**src/hdl/light_trend_day_phase_detector_top_defines.svh**
```systemverilog
// Assertion macros shared by the day phase detector RTL.
// Every macro assumes the module has a clock clk and a synchronous reset rst.
`ifndef LIGHT_TREND_DAY_PHASE_DETECTOR_TOP_DEFINES_SVH
`define LIGHT_TREND_DAY_PHASE_DETECTOR_TOP_DEFINES_SVH

// The consequent must hold in the same cycle as the antecedent.
`define LTDP_ASSERT(label, ante, cons) \
  label: assert property (@(posedge clk) disable iff (rst) (ante) |-> (cons)) \
    else $error("%m: same-cycle check failed");

// The consequent must hold in the cycle after the antecedent.
`define LTDP_ASSERT_NEXT(label, ante, cons) \
  label: assert property (@(posedge clk) disable iff (rst) (ante) |=> (cons)) \
    else $error("%m: next-cycle check failed");

`endif

```
**src/hdl/ltdp_pkg.sv**
```systemverilog
// Package for the day phase detector: sizes, constants, codes and the fit sums type.
// No dependencies.
`timescale 1ns / 1ps
`default_nettype none
package ltdp_pkg;

  localparam int DEPTH      = 30;
  localparam int IDX_W      = $clog2(DEPTH);
  localparam int NV_W       = $clog2(DEPTH + 1);
  localparam int LUX_W      = 21;
  localparam int STAMP_W    = 32;
  localparam int SUM_W      = 33;
  localparam int CNT_W      = 12;
  localparam int LVL_W      = 14;
  localparam int CFG_IDX_W  = 2;
  localparam int CFG_DATA_W = 14;

  localparam int COUNT_MAX  = 4095;
  localparam int FIRST_PUSH = 10;
  localparam int MIN_POINTS = 5;
  localparam int MINUTE_MS  = 60000;
  localparam int MAX_AGE    = DEPTH * MINUTE_MS + 5000;
  localparam int T_W        = $clog2(MAX_AGE + 1);
  localparam longint K_TEN  = 64'(10) * 64'(DEPTH - 1) * 64'(MINUTE_MS);

  localparam int ST_W  = T_W + NV_W;
  localparam int SL_W  = LUX_W + NV_W;
  localparam int ST2_W = 2 * T_W + NV_W;
  localparam int STL_W = T_W + LUX_W + NV_W;

  // Shared multiplier: 64 by 64 bits, one 16-bit digit of b per cycle.
  localparam int OP_W   = 64;
  localparam int PR_W   = 128;
  localparam int DIG_W  = 16;
  localparam int DIGITS = OP_W / DIG_W;

  localparam logic [1:0] PH_UNKNOWN = 2'd0;
  localparam logic [1:0] PH_DAY     = 2'd1;
  localparam logic [1:0] PH_NIGHT   = 2'd2;

  localparam logic [CFG_IDX_W-1:0] REG_ENABLE  = 2'd0;
  localparam logic [CFG_IDX_W-1:0] REG_SUNRISE = 2'd1;
  localparam logic [CFG_IDX_W-1:0] REG_SUNSET  = 2'd2;

  typedef struct packed {
    logic [NV_W-1:0]  n;
    logic [ST_W-1:0]  st;
    logic [SL_W-1:0]  sl;
    logic [ST2_W-1:0] st2;
    logic [STL_W-1:0] stl;
  } fit_sums_t;

endpackage
`default_nettype wire

```
**src/hdl/ltdp_mul.sv**
```systemverilog
// Shared multi-cycle multiplier: 64 x 64 bits as four 64 x 16 partial products.
// Depends on ltdp_pkg.
`timescale 1ns / 1ps
`default_nettype none
module ltdp_mul (
  input  logic                      clk,
  input  logic                      rst,
  input  logic                      start,
  input  logic [ltdp_pkg::OP_W-1:0] a,
  input  logic [ltdp_pkg::OP_W-1:0] b,
  output logic                      done,
  output logic [ltdp_pkg::PR_W-1:0] p
);
  localparam int STEP_W = $clog2(ltdp_pkg::DIGITS + 1);
  localparam int PART_W = ltdp_pkg::OP_W + ltdp_pkg::DIG_W;

  logic                      busy;
  logic [STEP_W-1:0]         step;
  logic [ltdp_pkg::OP_W-1:0] a_r;
  logic [ltdp_pkg::OP_W-1:0] b_sh;
  logic [PART_W-1:0]         part;

  always_ff @(posedge clk) begin
    if (rst) begin
      busy <= 1'b0;
      done <= 1'b0;
      step <= '0;
    end else begin
      done <= !start && busy && (step == STEP_W'(ltdp_pkg::DIGITS));
      if (start) begin
        busy <= 1'b1;
        step <= '0;
      end else if (busy) begin
        step <= step + 1'b1;
        if (step == STEP_W'(ltdp_pkg::DIGITS)) begin
          busy <= 1'b0;
        end
      end
    end
  end

  // Lowest digit first; the accumulator shifts right one digit per add so
  // that each partial product lands at its own weight.
  always_ff @(posedge clk) begin
    if (start) begin
      a_r  <= a;
      b_sh <= b;
      p    <= '0;
    end else if (busy) begin
      part <= a_r * b_sh[ltdp_pkg::DIG_W-1:0];
      b_sh <= b_sh >> ltdp_pkg::DIG_W;
      if (step != '0) begin
        p <= (p >> ltdp_pkg::DIG_W)
           + {part, {(ltdp_pkg::PR_W - PART_W){1'b0}}};
      end
    end
  end
endmodule
`default_nettype wire

```
**config.mk**
```make
export PLATFORM = sky130hd
export DESIGN_NAME = ltdp_mul
export DESIGN_NICKNAME = d
export VERILOG_FILES = /design/src/hdl/light_trend_day_phase_detector_top_defines.svh /design/src/hdl/ltdp_pkg.sv /design/src/hdl/ltdp_mul.sv
export SDC_FILE = /design/constraint.sdc
export NUM_CORES = 2
export LEC_CHECK = 0
export BUFFER_PORTS_ARGS = -buffer_cell sky130_fd_sc_hd__clkbuf_2
export CELL_PAD_IN_SITES_DETAIL_PLACEMENT = 1
export CELL_PAD_IN_SITES_GLOBAL_PLACEMENT = 2
export CORE_MARGIN = 2
export CORE_UTILIZATION = 44
export CTS_CLUSTER_DIAMETER = 200
export DETAILED_ROUTE_END_ITERATION = 12
export PLACE_DENSITY_LB_ADDON = 0.1
export SYNTH_ARGS = -nofsm -noshare
export SYNTH_HDL_FRONTEND = slang
export SYNTH_SLANG_ARGS = --single-unit
```
**constraint.sdc**
```tcl
create_clock -name clk -period 20.7 [get_ports clk]
set_clock_uncertainty 0.15 [all_clocks]
set_input_delay 4.14 -clock clk [delete_from_list [all_inputs] [get_ports clk]]
set_output_delay 4.14 -clock clk [all_outputs]
set_load 0.01 [all_outputs]
```
## Word level (Yosys, flattened, before mapping)

Index checks and enable logic that the tools add are counted.
Widths: inputs -> output; s select.

| word-level totals | value |
|---|---|
| register bits | 341 |
| output and inout port bits | 129 |
| word-level logic and storage cells | 25 |

| cells by class | value |
|---|---|
| $add $sub $neg | 2 |
| multiply operators | 1 |
| equality and inequality tests | 1 |
| multiplexer cells | 5 |
| bitwise logic cells | 1 |
| reduce and logical (&&, ||, !) cells | 8 |

Operators by type and width:

| kind | count |
|---|---|
| $add 112x128->128 | 1 |
| $mux 64 | 2 |
| $mul 64x16->80 | 1 |
| $reduce_and 2->1 | 2 |
| $add 3x1->3 const B | 1 |
| $eq 3x3->1 const B | 1 |
| $mux 1 | 3 |
| $reduce_bool 3->1 | 1 |
| $logic_and 1x1->1 | 2 |
| $reduce_bool 2->1 | 1 |
| $reduce_or 2->1 | 1 |
| $logic_not 1->1 | 1 |
| $not 1->1 | 1 |

## Depth between registers and ports, before layout

| depth | value |
|---|---|
| word-level depth | 4 |
| depth in mapped cells | 27 |

## Least setup slack after synthesis

Ideal clock, no wire load.

| path | value |
|---|---|
| path type | input to register |
| from | input start |
| to | register part[0], enable pin |
| arrival | 8057 ps |
| data required time | 20021 ps |
| setup slack | 11965 ps |
| stages | 3 |
| path buffers | 2 |
| cell sequence | clkbuf_1 > clkbuf_1 > nor2b_1 |

| on the way | value |
|---|---|
| longest elaborated chain between the ends | 2 |

Ends and longest elaborated chain:

| element | line | text |
|---|---|---|
| start, declared | ltdp_mul.sv:8 | `input logic start,` |
| $not 1->1 (no source line) | n/a |  |
| $reduce_and 2->1 (no source line) | n/a |  |
| end signal, assigned | ltdp_mul.sv:50 | `part <= a_r * b_sh[ltdp_pkg::DIG_W-1:0];` |
| end, declared | ltdp_mul.sv:21 | `logic [PART_W-1:0] part;` |

No other way between the ends.
A chain may end at the register's enable or synchronous reset.

## Worst setup path in the final report

| path | value |
|---|---|
| from | register b_sh[5] in the netlist's numbering |
| to | register part[78] (data pin) |

| on the way | value |
|---|---|
| longest elaborated chain between the ends | 1 |

Ends and longest elaborated chain:

| element | line | text |
|---|---|---|
| start, declared | ltdp_mul.sv:20 | `logic [ltdp_pkg::OP_W-1:0] b_sh;` |
| start signal, assigned | ltdp_mul.sv:51 | `b_sh <= b_sh >> ltdp_pkg::DIG_W;` |
| $mul 64x16->80 | ltdp_mul.sv:50 |  |

No other way between the ends.

==> run_results.csv <==
group,metric,value,unit
detailed_routing,wl_per_cell,23.5,microns
synthesis,synth_nets,6387,
clock_tree,cts_sinks,341,
placement,dpl_cell_area,0.0495,sq mm
global_route,grt_max_degree,76,
synthesis,ys_seq_area_share,18.9,%
floorplanning,rows,120,
timing,tightestPinTransition,1170,ps
clock_tree,postCtsSetupBuffers,0,
outcome,outcome,"finished, final reports clean",
synthesis,synthArstFlopShare,0,%
clock_tree,cts_hold_buf,0,
global_route,grt_pass1_vias,40000,
clock_tree,cts_root_buf,"clkbuf_16",
clock_tree,cts_buffers,43,
detailed_routing,drc,0,
setup_path,end_kind,"flip-flop",
synthesis,synth_cell_types,79,
timing,rsz0062_at_grt,"no",
setup_path,arrival,8730,ps
clock_tree,clockBufferDepth,3,
timing,setup_slack,12200,ps
global_route,antenna_found_initial,1,
synthesis,synthTopCellsByArea,"fa_1 37%, edfxtp_1 13%, nand2_1 8.1%",
layout,design_area,0.0509,sq mm
layout,final_nets,6456,
timing,min_period,8500,ps
synthesis,ys.flop_type,"edfxtp_1",
detailed_routing,num_vias,36200,
placement,io_buffers,259,
floorplanning,ios,260,
clock_tree,cts.repair.resized,0,
floorplanning,initial_utilization,44.2,%
synthesis,synthTopCellsByCount,"1020 x nand2_1, 930 x inv_1, 867 x fa_1",
setup_path,crit_fanout,49,
synthesis,syn_avg_cell_area,9.11,sq um
synthesis,syn_inst,5171,
timing,final-setup-viol-count,0,
flow_run,cap_viol_max_count,0,
setup_path,path_class,"flip-flop to flip-flop",
placement,dp_hpwl,124000,microns
floorplanning,core,0.107,sq mm
clock_tree,clk_latency,640,ps
clock_tree,cts_tree,"done",
synthesis,ys_seq_elements,341,
synthesis,synth_edf_count,208,
layout,drive_above_1_share,8.34,%
timing,fmax,118,MHz
floorplanning,die_area,0.110,sq mm
synthesis,ys_warn_count,0,
synthesis,synth.top_cell.area_share,36.8,%
global_route,grt_overflow_total,0,
detailed_routing,ant_nets,0,
timing,relSlewSlack,22.0,%
detailed_routing,avgViaCountPerCell,5.42,
global_route,grt_pass1_wl,244000,microns
clock_tree,clkTransAtPathRegs,70,ps
setup_path,worstSetupStartpointType,"flip-flop",
detailed_routing,routed_wl,157000,microns
synthesis,yosys.cell_count.top_type,"nand2_1",
global_route,grt_usage,29.0,%
hold_path,hp-class,"flip-flop to flip-flop",
layout,n_antenna_cell,0,
layout,area_growth,8.07,%
clock_tree,htree_levels,2,
placement,place_congestion,0.908,
synthesis,netlist_area,0.0471,sq mm
synthesis,synth_top_area_cell,"fa_1",
floorplanning,die_h,331,microns
floorplanning,fp.dieW,331,microns
detailed_routing,drtIter0Drc,2150,
timing,fin_crit_sh,41.1,%
timing,drv_slew,0,
timing,hold_violations,0,
timing,tns,0,ps
setup_path,crit_required,20930,ps
detailed_routing,drt-pass1-iter-count,5,
placement,place_ws,12280,ps
[worst max-delay path, stage by stage, from the launching register on]
cell and delay (ps):
edfxtp_1 330, buf_4 280, buf_4 610, nand2_1 160, fa_1 540, inv_1 60, fa_1 500, inv_1 60
fa_1 510, inv_1 60, fa_1 500, fa_1 500, inv_1 50, fa_1 480, inv_1 70, ha_1 400
a21oi_1 300, o21ai_0 150, a21oi_1 280, a31oi_1 170, a311oi_1 300, o21ai_1 200, a211oi_1 790, o211ai_1 270
a221oi_1 380, xnor2_1 100
[state kept, by name, indices dropped and copies added (netlist names)]
signal  cells
b_sh       64
step        3
p         128
a_r        64
part       80
done        1
busy        1
[area by class of cell]
type,instances,area (sq um)
fillers,12400,55700
repair buffers,304,1640
clock buffers,52,1120
inverters,930,3490
multi-input cells,3620,33700
clock inverters,28,329
flip-flops and latches,341,8910
well taps,1403,1760
[cells by family after synthesis]
logic type	after synthesis	share of synthesized area (%)
and+or+nand+nor	1693	16.4
buffers and inverters	1210	9.68
DFF	341	18.9
AOI/OAI and AO/OA	649	8.51
muxes	50	1.19
adders and majority gates	1085	42.6
xor gates and xnor gates	143	2.66
[through the flow]
stage                     hold slack [ps]  std cells  utilization, %
after global routing                  343       6678            47.8
final                                 304       6678            47.8
after global placement                291       6598            46.4
after detailed placement              300       6598            46.4
after floorplan                       305       5171               -
after CTS                             308       6678            47.8
[per-layer routing]
layer | part of all wire, % | GRT usage (%) | vias to the layer above
met5 | 0 | 0 | -
met4 | 2.7 | 7.41 | 0
met3 | 4.8 | 4.08 | 195
met2 | 48 | 48.5 | 827
met1 | 45 | 39.9 | 19000
li1 | - | - | 16100
[layout by cell type, fill, tap and decap left out, types with 38 or more instances in the layout]
master / n
buf_4: 45
ha_1: 218
fa_1: 867
nand4_1: 47
clkbuf_2: 258
nand3_1: 38
xor2_1: 41
and2_1: 350
mux2_2: 48
o21ai_0: 99
clkbuf_16: 43
nor2_1: 102
a21o_1: 73
a21oi_1: 279
dfxtp_1: 133
edfxtp_1: 208
xnor2_1: 102
nand2_1: 1020
inv_1: 930
[path summary, 6_finish.rpt]
check | to | slack, ps | cells past startpoint | from
setup / recovery | part[78] | 12200 | 25 | b_sh[5]
hold / removal | p[13] | 300 | 2 | p[13]
setup reg to reg | part[78] | 12200 | 25 | b_sh[5]
hold reg to reg | p[13] | 300 | 2 | p[13]
Power is left out: the tool's default activity adds up to more than one toggle a clock period on the data nets, which glitch-free logic cannot reach.
