**src/hdl/light_trend_day_phase_detector_top_defines.svh**
```systemverilog
// Assertion macros shared by the day phase detector RTL.
// Every macro assumes the module has a clock clk and a synchronous reset rst.
`ifndef LIGHT_TREND_DAY_PHASE_DETECTOR_TOP_DEFINES_SVH
`define LIGHT_TREND_DAY_PHASE_DETECTOR_TOP_DEFINES_SVH

// The consequent must hold in the same cycle as the antecedent.
`define LTDP_ASSERT(label, ante, cons) \
  label: assert property (@(posedge clk) disable iff (rst) (ante) |-> (cons)) \
    else $error("%m: same-cycle check failed");

// The consequent must hold in the cycle after the antecedent.
`define LTDP_ASSERT_NEXT(label, ante, cons) \
  label: assert property (@(posedge clk) disable iff (rst) (ante) |=> (cons)) \
    else $error("%m: next-cycle check failed");

`endif

```
**src/hdl/ltdp_pkg.sv**
```systemverilog
// Package for the day phase detector: sizes, constants, codes and the fit sums type.
// No dependencies.
`timescale 1ns / 1ps
`default_nettype none
package ltdp_pkg;

  localparam int DEPTH      = 30;
  localparam int IDX_W      = $clog2(DEPTH);
  localparam int NV_W       = $clog2(DEPTH + 1);
  localparam int LUX_W      = 21;
  localparam int STAMP_W    = 32;
  localparam int SUM_W      = 33;
  localparam int CNT_W      = 12;
  localparam int LVL_W      = 14;
  localparam int CFG_IDX_W  = 2;
  localparam int CFG_DATA_W = 14;

  localparam int COUNT_MAX  = 4095;
  localparam int FIRST_PUSH = 10;
  localparam int MIN_POINTS = 5;
  localparam int MINUTE_MS  = 60000;
  localparam int MAX_AGE    = DEPTH * MINUTE_MS + 5000;
  localparam int T_W        = $clog2(MAX_AGE + 1);
  localparam longint K_TEN  = 64'(10) * 64'(DEPTH - 1) * 64'(MINUTE_MS);

  localparam int ST_W  = T_W + NV_W;
  localparam int SL_W  = LUX_W + NV_W;
  localparam int ST2_W = 2 * T_W + NV_W;
  localparam int STL_W = T_W + LUX_W + NV_W;

  // Shared multiplier: 64 by 64 bits, one 16-bit digit of b per cycle.
  localparam int OP_W   = 64;
  localparam int PR_W   = 128;
  localparam int DIG_W  = 16;
  localparam int DIGITS = OP_W / DIG_W;

  localparam logic [1:0] PH_UNKNOWN = 2'd0;
  localparam logic [1:0] PH_DAY     = 2'd1;
  localparam logic [1:0] PH_NIGHT   = 2'd2;

  localparam logic [CFG_IDX_W-1:0] REG_ENABLE  = 2'd0;
  localparam logic [CFG_IDX_W-1:0] REG_SUNRISE = 2'd1;
  localparam logic [CFG_IDX_W-1:0] REG_SUNSET  = 2'd2;

  typedef struct packed {
    logic [NV_W-1:0]  n;
    logic [ST_W-1:0]  st;
    logic [SL_W-1:0]  sl;
    logic [ST2_W-1:0] st2;
    logic [STL_W-1:0] stl;
  } fit_sums_t;

endpackage
`default_nettype wire

```
**src/hdl/ltdp_win.sv**
```systemverilog
// Window of minute averages in a circular memory, and the walk that sums it for the fit.
// Depends on ltdp_pkg and the assertion macro header.
`timescale 1ns / 1ps
`default_nettype none
`include "light_trend_day_phase_detector_top_defines.svh"
module ltdp_win (
  input  logic                         clk,
  input  logic                         rst,
  input  logic                         push,
  input  logic [ltdp_pkg::LUX_W-1:0]   push_level,
  input  logic [ltdp_pkg::STAMP_W-1:0] push_stamp,
  output logic                         has_entry,
  output logic [ltdp_pkg::STAMP_W-1:0] newest_stamp,
  output logic                         walk_done,
  output ltdp_pkg::fit_sums_t          sums
);
  localparam int IDX_W  = ltdp_pkg::IDX_W;
  localparam int NV_W   = ltdp_pkg::NV_W;
  localparam int WORD_W = ltdp_pkg::LUX_W + ltdp_pkg::STAMP_W;
  localparam int T_W    = ltdp_pkg::T_W;

  logic [WORD_W-1:0] mem [ltdp_pkg::DEPTH];

  logic [IDX_W-1:0]             head;
  logic [IDX_W-1:0]             head_dec;
  logic [NV_W-1:0]              nvalid;
  logic [NV_W-1:0]              nvalid_inc;
  logic [ltdp_pkg::STAMP_W-1:0] now_r;
  logic                         busy;
  logic [IDX_W-1:0]             rptr;
  logic [NV_W-1:0]              left;
  logic                         v1, v2, v3;
  logic [WORD_W-1:0]            rd_word;
  logic [ltdp_pkg::STAMP_W-1:0] age;
  logic [T_W-1:0]               t1, t2;
  logic [ltdp_pkg::LUX_W-1:0]   l1, l2;
  logic                         u1, u2;
  logic [ltdp_pkg::ST2_W-1:0]   tt;
  logic [ltdp_pkg::STL_W-1:0]   tl;

  // The newest entry sits at the head: a push steps the head back instead of shifting.
  assign head_dec   = (head == '0) ? IDX_W'(ltdp_pkg::DEPTH - 1) : head - 1'b1;
  assign nvalid_inc = (nvalid == NV_W'(ltdp_pkg::DEPTH)) ? nvalid : nvalid + 1'b1;
  assign has_entry  = nvalid != '0;
  assign age        = now_r - rd_word[ltdp_pkg::STAMP_W-1:0];

  always_ff @(posedge clk) begin
    if (push) begin
      mem[head_dec] <= {push_level, push_stamp};
    end
    if (busy && left != '0) begin
      rd_word <= mem[rptr];
    end
  end

  always_ff @(posedge clk) begin
    if (rst) begin
      head      <= '0;
      nvalid    <= '0;
      busy      <= 1'b0;
      left      <= '0;
      v1        <= 1'b0;
      v2        <= 1'b0;
      v3        <= 1'b0;
      walk_done <= 1'b0;
    end else begin
      walk_done <= !push && busy && left == '0 && !v1 && !v2 && !v3;
      v1 <= busy && left != '0;
      v2 <= v1;
      v3 <= v2;
      if (push) begin
        head   <= head_dec;
        nvalid <= nvalid_inc;
        busy   <= 1'b1;
        left   <= nvalid_inc;
      end else if (busy) begin
        if (left != '0) begin
          left <= left - 1'b1;
        end else if (!v1 && !v2 && !v3) begin
          busy <= 1'b0;
        end
      end
    end
  end

  always_ff @(posedge clk) begin
    if (push) begin
      newest_stamp <= push_stamp;
      now_r        <= push_stamp;
      rptr         <= head_dec;
      sums         <= '0;
    end else begin
      if (busy && left != '0) begin
        rptr <= (rptr == IDX_W'(ltdp_pkg::DEPTH - 1)) ? '0 : rptr + 1'b1;
      end
      // Entries stamped later than now wrap to a huge age and drop out here.
      t1 <= age[T_W-1:0];
      l1 <= rd_word[WORD_W-1:ltdp_pkg::STAMP_W];
      u1 <= age <= ltdp_pkg::STAMP_W'(ltdp_pkg::MAX_AGE);
      tt <= ltdp_pkg::ST2_W'(t1 * t1);
      tl <= ltdp_pkg::STL_W'(t1 * l1);
      t2 <= t1;
      l2 <= l1;
      u2 <= u1;
      if (v3 && u2) begin
        sums.n   <= sums.n + 1'b1;
        sums.st  <= sums.st + ltdp_pkg::ST_W'(t2);
        sums.sl  <= sums.sl + ltdp_pkg::SL_W'(l2);
        sums.st2 <= sums.st2 + tt;
        sums.stl <= sums.stl + tl;
      end
    end
  end

  `LTDP_ASSERT(win_nvalid_bound, 1'b1, nvalid <= NV_W'(ltdp_pkg::DEPTH))
  `LTDP_ASSERT(win_push_when_idle, push, !busy)
  `LTDP_ASSERT(win_done_drained, walk_done, !busy && !v3 && left == '0)
endmodule
`default_nettype wire

```
**config.mk**
```make
export PLATFORM = sky130hd
export DESIGN_NAME = ltdp_win
export DESIGN_NICKNAME = d
export VERILOG_FILES = /design/src/hdl/ltdp_pkg.sv /design/src/hdl/ltdp_win.sv
export VERILOG_INCLUDE_DIRS = /design/src /design/src/hdl
export SDC_FILE = /design/constraint.sdc
export NUM_CORES = 2
export LEC_CHECK = 0
export BUFFER_PORTS_ARGS = -buffer_cell sky130_fd_sc_hd__buf_4
export CORE_MARGIN = 3
export CORE_UTILIZATION = 55
export CTS_CLUSTER_SIZE = 12
export DETAILED_ROUTE_END_ITERATION = 16
export PLACE_DENSITY = 0.71
export RECOVER_POWER = 25
export SLEW_MARGIN = 20
export SYNTH_ARGS = -nofsm -noshare
export SYNTH_HDL_FRONTEND = slang
export SYNTH_SLANG_ARGS = --single-unit
```
**constraint.sdc**
```tcl
create_clock -name clk -period 11.1 [get_ports clk]
set_input_delay 0.555 -clock clk [delete_from_list [all_inputs] [get_ports clk]]
set_output_delay 0.555 -clock clk [all_outputs]
set_load 0.01 [all_outputs]
```
# == Word-level counts from Yosys, hierarchy flattened ==
# Memories as Yosys holds them, arrays and structs flattened. A register that Yosys moved wholly into a read port is not among the register bits.
# Index checks and enable logic that the tools add are counted.
# totals
memories,1
in_bits,56
latch_bits,0
mem_bits_rw,1590
ff_bits,378
rom_bits,0
wordCells,74
out_inout_bits,185
# op_classes
n_mux,14
n_shift,0
n_div,0
n_eq_ne,2
order_cmp,1
reduce_logical,21
mul,2
add_sub_neg,10
bitwise,0
# mem_list
name,depth,word_bits,read_ports,rd_ports_with_merged_regs,wr,line_no,text
mem,30,53,1,1,1,ltdp_win.sv:22,logic [WORD_W-1:0] mem [ltdp_pkg::DEPTH];
# ops
cell,n
adder 47 x 42 -> 47 bit,2
multiplier 21 x 21 -> 42 bit,2
adder 26 x 21 -> 26 bit,2
two-way mux 5 bit,8
<= comparator 32 x 21 -> 1 bit (second input constant),1
subtractor 32 bit,1
adder 5 x 1 -> 5 bit (second input constant),3
== test 5 bit (second input constant),2
zero test 5 bit,2
nonzero test 5 bit,2
subtractor 5 x 1 -> 5 bit (second input constant),2
logical AND 1 bit,9
two-way mux 1 bit,6
nonzero test 2 bit,3
zero test 1 bit,4
AND reduction 2 bit,1

# == Longest topological paths before layout ==
# depth
ltp_word,7
depth_mapped,30
depth_no_buf,29

# == Worst setup path after synthesis ==
# No wires, ideal clock.
# synth_path
kind,register to register
from,register t1[7]
to,register tl[40] (netlist bit) (data pin)
synth_period_minus_slack_ps,7141
arrival_ps,6882
stages_incl_launch_ff,28
n_path_buf,2
path_slack_ps,3959
setup_time_ps,259
required_ps,10841
path_cell_list,edfxtp_1 -> clkbuf_1 -> clkbuf_1 -> nand2_1 -> fa_1 -> inv_1 -> fa_1 -> inv_1 -> fa_1 -> inv_1 -> fa_1 -> fa_1 -> fa_1 -> inv_1 -> fa_1 -> inv_1 -> ha_1 -> nand2_1 -> or3_1 -> or3_1 -> nand2b_1 -> a311oi_1 -> o31ai_1 -> a21oi_1 -> o21ai_1 -> nand2b_1 -> a41oi_1 -> xnor2_1
# synth_via
elab_chain_cells,1
# synth_lines
element,line_no,text
from (decl),ltdp_win.sv:35,"logic [T_W-1:0] t1, t2;"
from (signal assigned),ltdp_win.sv:97,t1 <= age[T_W-1:0];
multiplier 21 x 21 -> 42 bit,ltdp_win.sv:101,tl <= ltdp_pkg::STL_W'(t1 * l1);
to (signal assigned),ltdp_win.sv:101,
to (decl),ltdp_win.sv:39,logic [ltdp_pkg::STL_W-1:0] tl;
# No other way between the ends.
# A chain may end at the register's enable or synchronous reset.

# == Worst setup path in the final report ==
# layout_path
from,register t1[3]
to,register tt[40] (netlist bit) (data pin)
# layout_via
elab_chain_cells,1
# layout_lines
element,line_no,text
multiplier 21 x 21 -> 42 bit,ltdp_win.sv:100,tt <= ltdp_pkg::ST2_W'(t1 * t1);
to (signal assigned),ltdp_win.sv:100,
to (decl),ltdp_win.sv:38,logic [ltdp_pkg::ST2_W-1:0] tt;
# No other way between the ends.

==> results.cfg <==
[run]
max_cap_viol_count = 0

[drt]
ant_nets = 0
firstDrtPassIters = 6
wirelength_mm = 292
drt_iter0_drc = 6749
routedWlPerCell_um = 27.2
vias = 65519
drt-vias-per-instance = 6.10
drcViolationCount = 0

[timing]
min_period_over_period_pct = 73.2
max_freq_mhz = 123
hold_viol_final = 0
period_minus_slack_ns = 8.13
drv_slew = 0
finClkSkew_ns = 0.0893
finalSetupViolCount = 0
rsz0062_at_grt = no
worst_slew_pin_slew_ns = 1.30
tns_ns = 0
slew-limit-headroom_pct = 13.3

[cts]
cts_buffers = 205
post_cts_buffers = 0
cts.path.max_buffers = 3
clock_latency_ns = 0.87
clk_pin_slew_worst_paths_ns = 0.06
cts_tree = built
cts_resized = 0
cts_sinks = 2019
ctsHoldBuffers = 0
clock_tree.root_cell = clkbuf_16
h-tree-depth = 4

[die]
start_util_pct = 55.5
io_pins = 241
dieArea_um2 = 205000
fp.dieW_um = 453
fp-row-count = 163
fp.dieH_um = 453
core_um2 = 198000

[synth]
postSynthCellCount = 7739
ys.flop_type = edfxtp_1
synth_area_leader_cell = edfxtp_1
ys_types = 92
yosysWarnings = 0
ys_seq_area_share_pct = 53.7
synth.most_common_cell = edfxtp_1
synthTopCellsByArea = edfxtp_1 51%, fa_1 12%, mux4_2 8.7%
synth_area_um2 = 110000
ys_ff_latch = 2019
synthTopCellsByCount = 1848 x edfxtp_1, 937 x inv_1, 672 x fa_1
postSynthAreaPerCell_um2 = 14.2
async_reset_ff_share_pct = 0
synth_fp_nets = 8936
synth-edff-count = 1848
yosys.area.top_type_share_pct = 50.6

[critical_path]
cp_max_fo = 35
crit_path_end_kind = flip-flop
start_kind = flip-flop
timing_worst_setup_path_type = flip-flop to flip-flop
reg2reg_from = t1[3]
required_ns = 11.64
rr_worst_depth = 28
cp.arrival_ns = 8.67
cp_slowest_cell = edfxtp_1
r2r_end = tt[40]
crit_path_max_incr_delay_ns = 0.73
reg2reg_slack_ns = 2.97

[finish]
finalInstanceArea_um2 = 121000
n_fill_cell = 14776
multi_input_area_um2 = 46300
syn_to_final_growth_pct = 10.2
nets = 9164
seq_area_um2 = 58900
drive_gt1_share_pct = 14.0

[grt]
antenna_found_initial = 28
grt-ovfl-total = 0
grt_pass1_vias = 67114
grt_use_total_pct = 28.9
grt_max_degree = 126
grt_pass1_wl_mm = 437

[placement]
placed_area_um2 = 115000
gp_congestion = 0.906
dp_hpwl_mm = 182
port_buffers = 240

[hold_path]
hp-start = rst
whs_path_depth = 2
whs_endpoint = busy
hold_path.class = input port to flip-flop

[run_status]
status = finished clean
[through the flow]
| step | util (%) | setup WS (ns) | cells | hold WS, ns |
|---|---|---|---|---|
| finish | 61.1 | 2.97 | 10741 | 0.103 |
| global route | 61.1 | 2.62 | 10728 | 0.0708 |
| CTS | 61.2 | 3.04 | 10722 | 0.0160 |
| detailed placement | 58.0 | 3.02 | 10399 | 0.406 |
| global placement | 58.0 | 3.21 | 10397 | 0.401 |
| floorplan | - | 3.96 | 7739 | 0.400 |
[worst max-delay path, delay by kind of cell, from the launching register on]
kind            cells  cell delay, ns
xor+xnor            1            0.08
buf+inv             8            0.91
compound gates     10            2.11
simple gates        1            0.17
fa+ha+maj           8            3.83
flops               1            0.73
[logic make-up (layout without fill, tap and decap cells)]
kind of cell / count (synthesis) / count (layout) / synth area share [%]
flops: 2019 / 2019 / 53.7
simple gates: 1592 / 1592 / 6.99
buf+inv: 1271 / 1615 / 4.36
fa+ha+maj: 1141 / 1141 / 17.6
compound gates: 909 / 909 / 5.29
mux: 606 / 606 / 10.5
xor+xnor: 201 / 201 / 1.60
other cells: 0 / 18 / 0
[state kept, by name (all words and copies together), names as in the netlist, 5 cells and up]
signal / flops
head: 5
l1: 21
l2: 21
left: 5
mem: 1590
now_r: 32
nvalid: 5
rd_word: 53
rptr: 5
sums: 151
t1: 21
t2: 21
tl: 42
tt: 40
[area by class of cell]
| cell class | instances | share of cell area [%] |
|---|---|---|
| Sequential cell | 2019 | 48.7 |
| Multi-Input combinational cell | 4449 | 38.3 |
| Clock buffer | 264 | 4.52 |
| Inverter | 938 | 2.92 |
| Tap cell | 2640 | 2.73 |
| Timing Repair Buffer | 354 | 2.15 |
| Clock inverter | 59 | 0.636 |
| Antenna cell | 18 | 0.0372 |
[worst max-delay path by stage]
stage          startpoint  endpoint  slack (ns)  cells past startpoint
2_1_floorplan       t1[7]    tl[40]        3.96                     27
3_3_place_gp       t1[19]    tl[34]        3.21                     25
3_5_place_dp       t1[19]    tl[38]        3.02                     25
4_1_cts             t1[9]    tt[40]        3.04                     28
5_1_grt            t1[10]    tt[40]        2.62                     26
6_report            t1[3]    tt[40]        2.97                     28
[placed cells by master (no fill, tap or decap), types with 71 or more instances in the layout]
cell / count
edfxtp_1: 1848
inv_1: 936
fa_1: 672
nand2_1: 632
ha_1: 469
mux4_2: 425
and2_1: 343
a21oi_1: 316
buf_4: 297
nor2_1: 231
clkbuf_16: 208
dfxtp_1: 171
o21ai_0: 131
xnor2_1: 129
a21o_1: 117
clkbuf_1: 99
mux2i_1: 97
mux2_2: 83
xor2_1: 71
[routing by layer]
metal  vias to the layer above  track usage [%]  share of wire, %
met4                        16             11.7               4.2
met5                         -                0             0.038
met2                      3135             48.1                50
li1                      28104                -                 -
met1                     33623             37.8                37
met3                       641             5.16               8.6
Power is not shown: default switching activity piles up to over one toggle a cycle in this logic, so the estimate is an artifact.
