--- src/hdl/light_trend_day_phase_detector_top_defines.svh ---
// Assertion macros shared by the day phase detector RTL.
// Every macro assumes the module has a clock clk and a synchronous reset rst.
`ifndef LIGHT_TREND_DAY_PHASE_DETECTOR_TOP_DEFINES_SVH
`define LIGHT_TREND_DAY_PHASE_DETECTOR_TOP_DEFINES_SVH

// The consequent must hold in the same cycle as the antecedent.
`define LTDP_ASSERT(label, ante, cons) \
  label: assert property (@(posedge clk) disable iff (rst) (ante) |-> (cons)) \
    else $error("%m: same-cycle check failed");

// The consequent must hold in the cycle after the antecedent.
`define LTDP_ASSERT_NEXT(label, ante, cons) \
  label: assert property (@(posedge clk) disable iff (rst) (ante) |=> (cons)) \
    else $error("%m: next-cycle check failed");

`endif

--- src/hdl/ltdp_pkg.sv ---
// Package for the day phase detector: sizes, constants, codes and the fit sums type.
// No dependencies.
`timescale 1ns / 1ps
`default_nettype none
package ltdp_pkg;

  localparam int DEPTH      = 30;
  localparam int IDX_W      = $clog2(DEPTH);
  localparam int NV_W       = $clog2(DEPTH + 1);
  localparam int LUX_W      = 21;
  localparam int STAMP_W    = 32;
  localparam int SUM_W      = 33;
  localparam int CNT_W      = 12;
  localparam int LVL_W      = 14;
  localparam int CFG_IDX_W  = 2;
  localparam int CFG_DATA_W = 14;

  localparam int COUNT_MAX  = 4095;
  localparam int FIRST_PUSH = 10;
  localparam int MIN_POINTS = 5;
  localparam int MINUTE_MS  = 60000;
  localparam int MAX_AGE    = DEPTH * MINUTE_MS + 5000;
  localparam int T_W        = $clog2(MAX_AGE + 1);
  localparam longint K_TEN  = 64'(10) * 64'(DEPTH - 1) * 64'(MINUTE_MS);

  localparam int ST_W  = T_W + NV_W;
  localparam int SL_W  = LUX_W + NV_W;
  localparam int ST2_W = 2 * T_W + NV_W;
  localparam int STL_W = T_W + LUX_W + NV_W;

  // Shared multiplier: 64 by 64 bits, one 16-bit digit of b per cycle.
  localparam int OP_W   = 64;
  localparam int PR_W   = 128;
  localparam int DIG_W  = 16;
  localparam int DIGITS = OP_W / DIG_W;

  localparam logic [1:0] PH_UNKNOWN = 2'd0;
  localparam logic [1:0] PH_DAY     = 2'd1;
  localparam logic [1:0] PH_NIGHT   = 2'd2;

  localparam logic [CFG_IDX_W-1:0] REG_ENABLE  = 2'd0;
  localparam logic [CFG_IDX_W-1:0] REG_SUNRISE = 2'd1;
  localparam logic [CFG_IDX_W-1:0] REG_SUNSET  = 2'd2;

  typedef struct packed {
    logic [NV_W-1:0]  n;
    logic [ST_W-1:0]  st;
    logic [SL_W-1:0]  sl;
    logic [ST2_W-1:0] st2;
    logic [STL_W-1:0] stl;
  } fit_sums_t;

endpackage
`default_nettype wire

--- src/hdl/ltdp_div.sv ---
// Restoring divider, one quotient bit per cycle, for the minute average.
// Depends on ltdp_pkg.
`timescale 1ns / 1ps
`default_nettype none
module ltdp_div (
  input  logic                       clk,
  input  logic                       rst,
  input  logic                       start,
  input  logic [ltdp_pkg::SUM_W-1:0] dividend,
  input  logic [ltdp_pkg::CNT_W-1:0] divisor,
  output logic                       done,
  output logic [ltdp_pkg::SUM_W-1:0] quotient
);
  localparam int STEP_W = $clog2(ltdp_pkg::SUM_W + 1);

  logic                       busy;
  logic [STEP_W-1:0]          step;
  logic [ltdp_pkg::CNT_W-1:0] rem;
  logic [ltdp_pkg::CNT_W-1:0] dvs;
  logic [ltdp_pkg::CNT_W:0]   rem_sh;
  logic                       fits;

  assign rem_sh = {rem, quotient[ltdp_pkg::SUM_W-1]};
  assign fits   = rem_sh >= {1'b0, dvs};

  always_ff @(posedge clk) begin
    if (rst) begin
      busy <= 1'b0;
      done <= 1'b0;
      step <= '0;
    end else begin
      done <= !start && busy && (step == STEP_W'(ltdp_pkg::SUM_W - 1));
      if (start) begin
        busy <= 1'b1;
        step <= '0;
      end else if (busy) begin
        step <= step + 1'b1;
        if (step == STEP_W'(ltdp_pkg::SUM_W - 1)) begin
          busy <= 1'b0;
        end
      end
    end
  end

  always_ff @(posedge clk) begin
    if (start) begin
      quotient <= dividend;
      dvs      <= divisor;
      rem      <= '0;
    end else if (busy) begin
      if (fits) begin
        rem <= ltdp_pkg::CNT_W'(rem_sh - {1'b0, dvs});
      end else begin
        rem <= rem_sh[ltdp_pkg::CNT_W-1:0];
      end
      quotient <= {quotient[ltdp_pkg::SUM_W-2:0], fits};
    end
  end
endmodule
`default_nettype wire

--- config.mk ---
export PLATFORM = sky130hd
export DESIGN_NAME = ltdp_div
export DESIGN_NICKNAME = d
export VERILOG_FILES = /design/src/hdl/light_trend_day_phase_detector_top_defines.svh /design/src/hdl/ltdp_pkg.sv /design/src/hdl/ltdp_div.sv
export SDC_FILE = /design/constraint.sdc
export NUM_CORES = 1
export LEC_CHECK = 0
export BUFFER_PORTS_ARGS = -buffer_cell sky130_fd_sc_hd__clkbuf_2
export CORE_MARGIN = 4
export CORE_UTILIZATION = 59
export CTS_BUF_LIST = sky130_fd_sc_hd__clkbuf_8
export CTS_CLUSTER_DIAMETER = 30
export DETAILED_ROUTE_END_ITERATION = 16
export MAX_ROUTING_LAYER = met4
export PLACE_DENSITY = 0.87
export REMOVE_ABC_BUFFERS = 1
export SETUP_SLACK_MARGIN = 0.3
export SLEW_MARGIN = 20
export SYNTH_ARGS = -nofsm -noshare
export SYNTH_HDL_FRONTEND = slang
export SYNTH_SLANG_ARGS = --single-unit
--- constraint.sdc ---
create_clock -name clk -period 4.3 [get_ports clk]
set_clock_uncertainty 0.05 [all_clocks]
set_input_delay 0.645 -clock clk [delete_from_list [all_inputs] [get_ports clk]]
set_output_delay 0.645 -clock clk [all_outputs]
set_load 0.02 [all_outputs]
After elaboration in Yosys (flattened, before gate mapping)
Cells that the tools add are included.
- register bits: 65
- output and inout port bits: 34
- logic and storage cells: 21
- add/subtract/negate cells: 2
- magnitude comparators: 1
- equal/unequal tests: 1
- mux-type cells: 6
- reduce and logical (&&, ||, !) cells: 5
- operator list (cell ; count):
    two-way mux 33 bit ; 2
    greater-or-equal comparator 13 x 12 -> 1 bit ; 1
    two-way mux 12 bit ; 1
    subtractor 12 bit ; 1
    adder 6 x 1 -> 6 bit (second input constant) ; 1
    equality test 6 bit (second input constant) ; 1
    two-way mux 1 bit ; 3
    logical AND 1 bit ; 2
    nonzero test 2 bit ; 1
    OR reduction 2 bit ; 1
    zero test 1 bit ; 1

Longest topological paths before layout
Gate-level depths: netlist of the first run.
- word-level depth: 4
- depth in mapped cells: 10

Worst setup path before layout of the first run
Ideal clock, no wire load.
- path type: input to register
- start: in start
- end: reg quotient[0] (netlist bit), enable pin
- setup time: 0.391 ns
- data arrival time: 1.826 ns
- required time: 3.859 ns
- slack: 2.034 ns
- stages on the path: 3
- path through: clkbuf_1 -> clkinv_1 -> nand2_1
- cells in the longest elaborated chain, start to end: 1
- RTL lines (item ; RTL line ; source):
    start: declaration ; ltdp_div.sv:8 ; input logic start,
    nonzero test 2 bit (no line) ; - ;
    end signal: assignment ; ltdp_div.sv:47 ; quotient <= dividend;
    end signal: assignment ; ltdp_div.sv:56 ; quotient <= {quotient[ltdp_pkg::SUM_W-2:0], fits};
    end: declaration ; ltdp_div.sv:12 ; output logic [ltdp_pkg::SUM_W-1:0] quotient
No other way between the ends.
A chain may end at the register's enable or synchronous reset.

Final worst setup path of the first run
- start: reg dvs[10] (netlist bit)
- end: reg rem[0] (netlist bit)
- cells in the longest elaborated chain, start to end: 2
- RTL lines (item ; RTL line ; source):
    start: declaration ; ltdp_div.sv:19 ; logic [ltdp_pkg::CNT_W-1:0] dvs;
    start signal: assignment ; ltdp_div.sv:48 ; dvs <= divisor;
    greater-or-equal comparator 13 x 12 -> 1 bit ; ltdp_div.sv:24 ; assign fits = rem_sh >= {1'b0, dvs};
    two-way mux 12 bit ; ltdp_div.sv:51 ; if (fits) begin
    end signal: assignment ; ltdp_div.sv:52 ; rem <= ltdp_pkg::CNT_W'(rem_sh - {1'b0, dvs});
    end signal: assignment ; ltdp_div.sv:54 ; rem <= rem_sh[ltdp_pkg::CNT_W-1:0];
    end: declaration ; ltdp_div.sv:18 ; logic [ltdp_pkg::CNT_W-1:0] rem;
No other way between the ends.

==> results of run 1 <==
==> worst max-delay path: stages, from the launching register on <==
cell and delay (ns):
edfxtp_1 0.38, inv_1 0.07, ha_1 0.26, a21oi_1 0.25, o21ai_0 0.19, nor2_1 0.29, a21o_1 0.44, mux2_4 0.34
a211oi_2 0.20
==> layout make-up <==
class                           instances  area (µm²)  share of cell area
Clock buffer                           10         138              0.0351
Tap cell                               70        87.6              0.0223
Timing Repair Buffer                   84         428               0.109
Inverter                               18        67.6              0.0172
Clock inverter                          6        58.8              0.0150
Multi-Input combinational cell        184        1400               0.355
Sequential cell                        65        1750               0.446
==> cells in the final DEF, fill, tap and decap left out, types with 2 or more instances in the layout <==
| master | synthesis | final |
|---|---|---|
| nand4_1 | 2 | 2 |
| a21oi_1 | 9 | 9 |
| nor3_1 | 3 | 3 |
| dfxtp_1 | 20 | 20 |
| inv_1 | 17 | 19 |
| clkbuf_8 | 0 | 10 |
| edfxtp_1 | 45 | 45 |
| buf_4 | 1 | 3 |
| and3_1 | 3 | 3 |
| nor2b_1 | 2 | 2 |
| a31oi_1 | 3 | 3 |
| a21o_1 | 3 | 3 |
| nor2_1 | 25 | 25 |
| ha_1 | 14 | 14 |
| clkbuf_2 | 0 | 81 |
| o21a_1 | 3 | 3 |
| o21ai_0 | 11 | 11 |
| xor2_1 | 6 | 6 |
| mux2i_1 | 2 | 2 |
| xnor2_1 | 4 | 4 |
| a311oi_1 | 7 | 7 |
| a211oi_2 | 2 | 2 |
| mux2_2 | 33 | 33 |
| a41oi_1 | 2 | 2 |
| nand2_1 | 22 | 22 |
| nand3_1 | 5 | 5 |
| or3_1 | 4 | 4 |
==> per-stage QoR <==
stage	hold slack, ns	setup WS (ns)	cells
6_report	0.415	1.74	437
5_1_grt	0.418	1.59	437
4_1_cts	0.402	1.77	437
3_5_place_dp	0.420	1.86	421
3_3_place_gp	0.416	1.93	421
2_1_floorplan	0.393	2.03	267
==> worst paths after layout <==
| check | start | endpoint | depth (start not counted) |
|---|---|---|---|
| worst min register to register | step[5] | done | 2 |
| worst max register to register | dvs[10] | rem[0] | 8 |
| worst min-delay path | rst | busy | 2 |
| worst max-delay path | dvs[10] | rem[0] | 8 |
==> registers in the layout, summed over array words and instances, names as in the netlist <==
register and flops:
quotient 33, dvs 12, rem 12, step 6, busy 1, done 1
==> logic make-up (layout without fill, tap and decap cells) <==
kind of cell,after synthesis,count (layout),synth area share
AOI/OAI and AO/OA,53,53,0.118
xor gates and xnor gates,10,10,0.0268
adders and majority gates,15,15,0.0597
buffers and inverters,29,118,0.0368
DFF,65,65,0.536
muxes,36,36,0.124
and+or+nand+nor,70,70,0.0980
==> where the power goes <==
group	leakage, nW	switching (mW)	total [mW]	internal (mW)
Clock	0.105	0.240	0.520	0.280
Combinational	0.958	0.191	0.325	0.134
Sequential	0.613	0.0306	0.764	0.734
Total	1.68	0.461	1.61	1.15
==> metal layers <==
metal  part of all wire  GRT usage  vias up
met1               0.40      0.294     1170
met3              0.080     0.0846       22
met5                  0          -        -
met4              0.025      0.110        0
li1                   -          -     1191
met2               0.49      0.377      106
==> flow_summary_export.csv, run 1 <==
group,metric,value,unit
clock_network,cts_tree,"yes",
sta,final_max_slew_viol_count,0,
sta,maxSlewHeadroom,0.567,
placement,place_congestion,0.864,
floorplanning,rows,26,
clock_network,clk_pin_slew,0.08,ns
worst_setup_path,cp.required,4.52,ns
worst_setup_path,worstSetupStartpointType,"flip-flop",
power,max-vdd-ir-drop,0.000348,V
synthesis,ys_seq_elements,65,
cells_and_area,design_area,3930,µm²
worst_setup_path,reg2reg_slack,1.74,ns
sta,setup_violations,0,
synthesis,yosys.area.top_type,"edfxtp_1",
routing,drt_wl_total,7150,µm
clock_network,insertion_delay,0.35,ns
clock_network,cts_max_level,3,
synthesis,ys_async_sr_fraction,0,
grt,grt_pass1_vias,2552,
synthesis,synth_area,3270,µm²
synthesis,yosysTopAreaCellShare,0.414,
synthesis,syn-instance-count,278,
routing,detail-route-antenna-nets,0,
synthesis,synth.area.top_cells,"edfxtp_1, dfxtp_1, mux2_2",
cells_and_area,drive_above_1_share,0.387,
synthesis,synth_edf_count,45,
cells_and_area,fill_cells,331,
power,p_per_area,410,nW/µm²
sta,tightestPinTransition,0.649,ns
placement,place_area,3730,µm²
synthesis,ys_top_cells_by_count,"edfxtp_1, mux2_2, nor2_1",
floorplanning,die_w,82.4,µm
clock_network,cts_resized,0,
cells_and_area,antenna_cells,0,
routing,first_pass_iters,5,
flow_run,maxCapViolations,0,
clock_network,post-cts-setup-buffers,0,
synthesis,yosysWarnings,0,
sta,tns,0,ns
placement,hpwl,4820,µm
sta,fin_crit,2.56,ns
routing,vias,2489,
clock_network,clockRootBuffer,"clkbuf_8",
cells_and_area,area_growth_syn_to_layout,20.2,%
sta,hold_viol,0,
cells_and_area,utilization,0.750,
clock_network,numClockSinks,65,
power,power,1.61,mW
floorplanning,core,5240,µm²
clock_network,cts_buffer_depth,2,
cells_and_area,nets,425,
grt,grt_max_degree,55,
floorplanning,ios,82,
synthesis,syn_avg_cell_area,11.8,µm²
grt,grt_pass1_wl,12100,µm
synthesis,ys.flop_type,"edfxtp_1",
floorplanning,die_y,82.4,µm
worst_setup_path,crit_arrival,2.78,ns
synthesis,ys_types,48,
sta,rsz0062_at_grt,"false",
worst_setup_path,worstSetupPathType,"reg2reg",
synthesis,yosysMostFrequentCell,"edfxtp_1",
routing,wl_per_cell,16.4,µm
routing,drt_iter0_drc,157,
sta,post-route-period-util,0.595,
hold_path,hold_class,"in2reg",
grt,grt_usage,0.246,
grt,grt_antenna_before_repair,0,
grt,grt_overflow,0,
sta,max_freq,0.391,GHz
worst_setup_path,critPathCaptureType,"flip-flop",
routing,drc,0,
clock_network,holdBufCountCts,0,
floorplanning,initial_core_util,0.624,
worst_setup_path,worstPathMaxFanout,11,
synthesis,ys_seq_area_frac,0.536,
floorplanning,die_area,6790,µm²
status,status,"complete, no violations",
power,p_leak,1.68,nW
routing,via_per_inst,5.70,
clock_network,cts_made_buffers,9,
placement,portBuffers,81,
Note: power is estimated with default switching activity, not from simulation.
==> inputs of run 2 (changes only) <==
Settings changed: CORE_UTILIZATION 59 to 50, PLACE_DENSITY 0.87 to 0.79.
Clock period 4.3 ns to 2.3 ns, I/O delays scaled along.
==> flow_summary_export.csv, run 2 (synthesized netlist as in run 1, its figures left out) <==
group,metric,value,unit
worst_setup_path,cp_slowest_stage_delay,0.40,ns
cells_and_area,largest_reg_flops,33,
clock_network,cts_max_level,3,
cells_and_area,drive_above_1_share,0.518,
worst_setup_path,worst_path_most_repeated_cell,"buf_6",
hold_path,hold_class,"in2reg",
floorplanning,die_w,88.8,µm
worst_setup_path,worstSetupPathType,"reg2reg",
power,sw_frac_of_total,0.302,
cells_and_area,top_regs,"quotient (33), dvs (12), rem (12)",
clock_network,cts_tree,"yes",
worst_setup_path,cp_slowest_cell,"edfxtp_1",
clock_network,cts_made_buffers,9,
grt,grt_pass1_wl,12500,µm
floorplanning,ios,82,
placement,hpwl,4990,µm
status,status,"complete, no violations",
clock_network,numClockSinks,65,
worst_setup_path,r2r_cells,9,
worst_setup_path,worstPathMaxFanout,5,
worst_setup_path,crit_arrival,2.40,ns
worst_setup_path,r2r_end,"rem[9]",
worst_setup_path,crit_family,"compound AO/OA/AOI/OAI gates",
placement,portBuffers,81,
routing,drc,0,
worst_setup_path,reg2reg_from,"dvs[4]",
hold_path,worstHoldStart,"rst",
sta,fin_crit,2.20,ns
power,p_comb_frac,0.254,
grt,grt_max_degree,37,
hold_path,holdPathStages,2,
clock_network,holdBufCountCts,0,
routing,first_pass_iters,4,
cells_and_area,area_growth_syn_to_layout,35.0,%
routing,wl_per_cell,16.9,µm
routing,drt_iter0_drc,147,
placement,dp.cells,434,
cells_and_area,top_register,"quotient",
cells_and_area,fill_cells,448,
worst_setup_path,crit_start,"dvs[4]",
sta,hold_viol,0,
sta,max_freq,0.455,GHz
worst_setup_path,path_buf_inv,3,
clock_network,clockRootBuffer,"clkbuf_8",
power,intPower,2.26,mW
sta,tns,0,ns
sta,maxSlewHeadroom,0.696,
sta,tightestPinTransition,0.456,ns
grt,grt_antenna_before_repair,0,
routing,via_per_inst,5.55,
cells_and_area,mostFrequentLayoutCell,"clkbuf_2",
grt,grt_usage,0.217,
cells_and_area,seq_area,1750,µm²
sta,setup_violations,0,
sta,rsz0062_at_grt,"true",
floorplanning,rows,29,
hold_path,hold-path-endpoint,"busy",
power,max-vdd-ir-drop,0.000646,V
worst_setup_path,worstSetupStartpointType,"flip-flop",
placement,place_congestion,0.883,
power,seqPwrFrac,0.445,
cells_and_area,antenna_cells,0,
power,p_sw,0.978,mW
floorplanning,die_area,7890,µm²
sta,final_max_slew_viol_count,0,
worst_setup_path,crit_path_cell_trace,"inv_2 > ha_4 > a21o_4 > o31ai_4 > a21o_1 > buf_6 > buf_6 > nand2_2 > a311oi_2",
cells_and_area,multi_input_area,1680,µm²
cells_and_area,mostFrequentLayoutCells,"clkbuf_2, edfxtp_1, mux2_2",
power,p_per_area,733,nW/µm²
cells_and_area,final_cells,469,
clock_network,clk_pin_slew,0.08,ns
floorplanning,core,6350,µm²
worst_setup_path,critPathCaptureType,"flip-flop",
power,clock_power_share,0.301,
routing,drt_wl_total,7910,µm
sta,post-route-period-util,0.957,
routing,vias,2602,
clock_network,cts_buffer_depth,2,
routing,highest_layer,"met4",
power,p_leak,1.81,nW
worst_setup_path,reg2reg_slack,0.1,ns
worst_setup_path,cp.required,2.50,ns
routing,route.met3.wl,475,µm
floorplanning,die_y,88.8,µm
routing,drt-met1-wl,3360,µm
cells_and_area,nets,450,
clock_network,insertion_delay,0.34,ns
floorplanning,initial_core_util,0.514,
routing,wl_met2,3950,µm
flow_run,maxCapViolations,0,
grt,grt_pass1_vias,2630,
routing,detail-route-antenna-nets,0,
grt,grt_overflow,0,
[run 2: cell types whose count changed in the layout (fill, tap and decap cells not counted), sizes merged]
cell      before  now
clkinvlp       1    0
buf            3   27
clkbuf        91   90
inv           20   19
a21oi         11   12
clkinv         2    5
[run 2: worst max-delay path by stage]
| stage | slack, ns | to | cells past startpoint |
|---|---|---|---|
| floorplan | 0.03 | rem[0] | 8 |
| global placement | 0.04 | rem[10] | 10 |
| detailed placement | 0.04 | rem[10] | 10 |
| CTS | 0.21 | rem[6] | 9 |
| global route | 0.02 | rem[6] | 10 |
| finish | 0.1 | rem[9] | 9 |
[run 2: routing by layer]
| layer | global-route usage | up-vias |
|---|---|---|
| li1 | - | 1248 |
| met1 | 0.264 | 1255 |
| met2 | 0.335 | 86 |
| met3 | 0.0680 | 13 |
| met4 | 0.0852 | 0 |
| met5 | - | - |
[run 2: layout make-up]
cell class / count / area share
clock buffer: 9 / 0.0281
clock inverter: 7 / 0.0153
inverter: 18 / 0.0153
multi-input combinational: 185 / 0.381
sequential: 65 / 0.397
tap: 77 / 0.0218
timing repair buffer: 108 / 0.141
[run 2: timing repair]
item,CTS,global route
resized for setup,41,18
setup endpoints to repair,13,13
setup buffers,15,3
pin swaps,18,14
gates cloned,1,0
[run 2: per-stage QoR]
| stage | utilization | area, µm² | power (mW) | setup slack, ns | hold slack [ns] |
|---|---|---|---|---|---|
| after floorplan | - | 3210 | 1.85 | 0.0332 | 0.360 |
| final | 0.695 | 4410 | 3.24 | 0.0999 | 0.116 |
| after CTS | 0.676 | 4290 | 3.20 | 0.212 | 0.0970 |
| after global placement | 0.596 | 3780 | 2.06 | 0.0433 | 0.417 |
| after detailed placement | 0.596 | 3780 | 2.07 | 0.0379 | 0.417 |
| after global routing | 0.695 | 4410 | 3.39 | 0.0183 | 0.0952 |
[run 2: power by group through the flow]
stage	clock network, mW	registers (mW)	logic (mW)
after floorplan	0	1.53	0.323
final	0.973	1.44	0.822
after detailed placement	0	1.46	0.617
after global placement	0	1.45	0.603
after global routing	1.05	1.45	0.887
after CTS	0.996	1.44	0.760
[run 2: worst reg2reg max path, delay by kind of cell (launching register included)]
kind	cells	cell delay [ns]
AOI/OAI and AO/OA	4	1.06
DFF	1	0.40
buffers and inverters	3	0.32
adders and majority gates	1	0.22
and+or+nand+nor	1	0.06
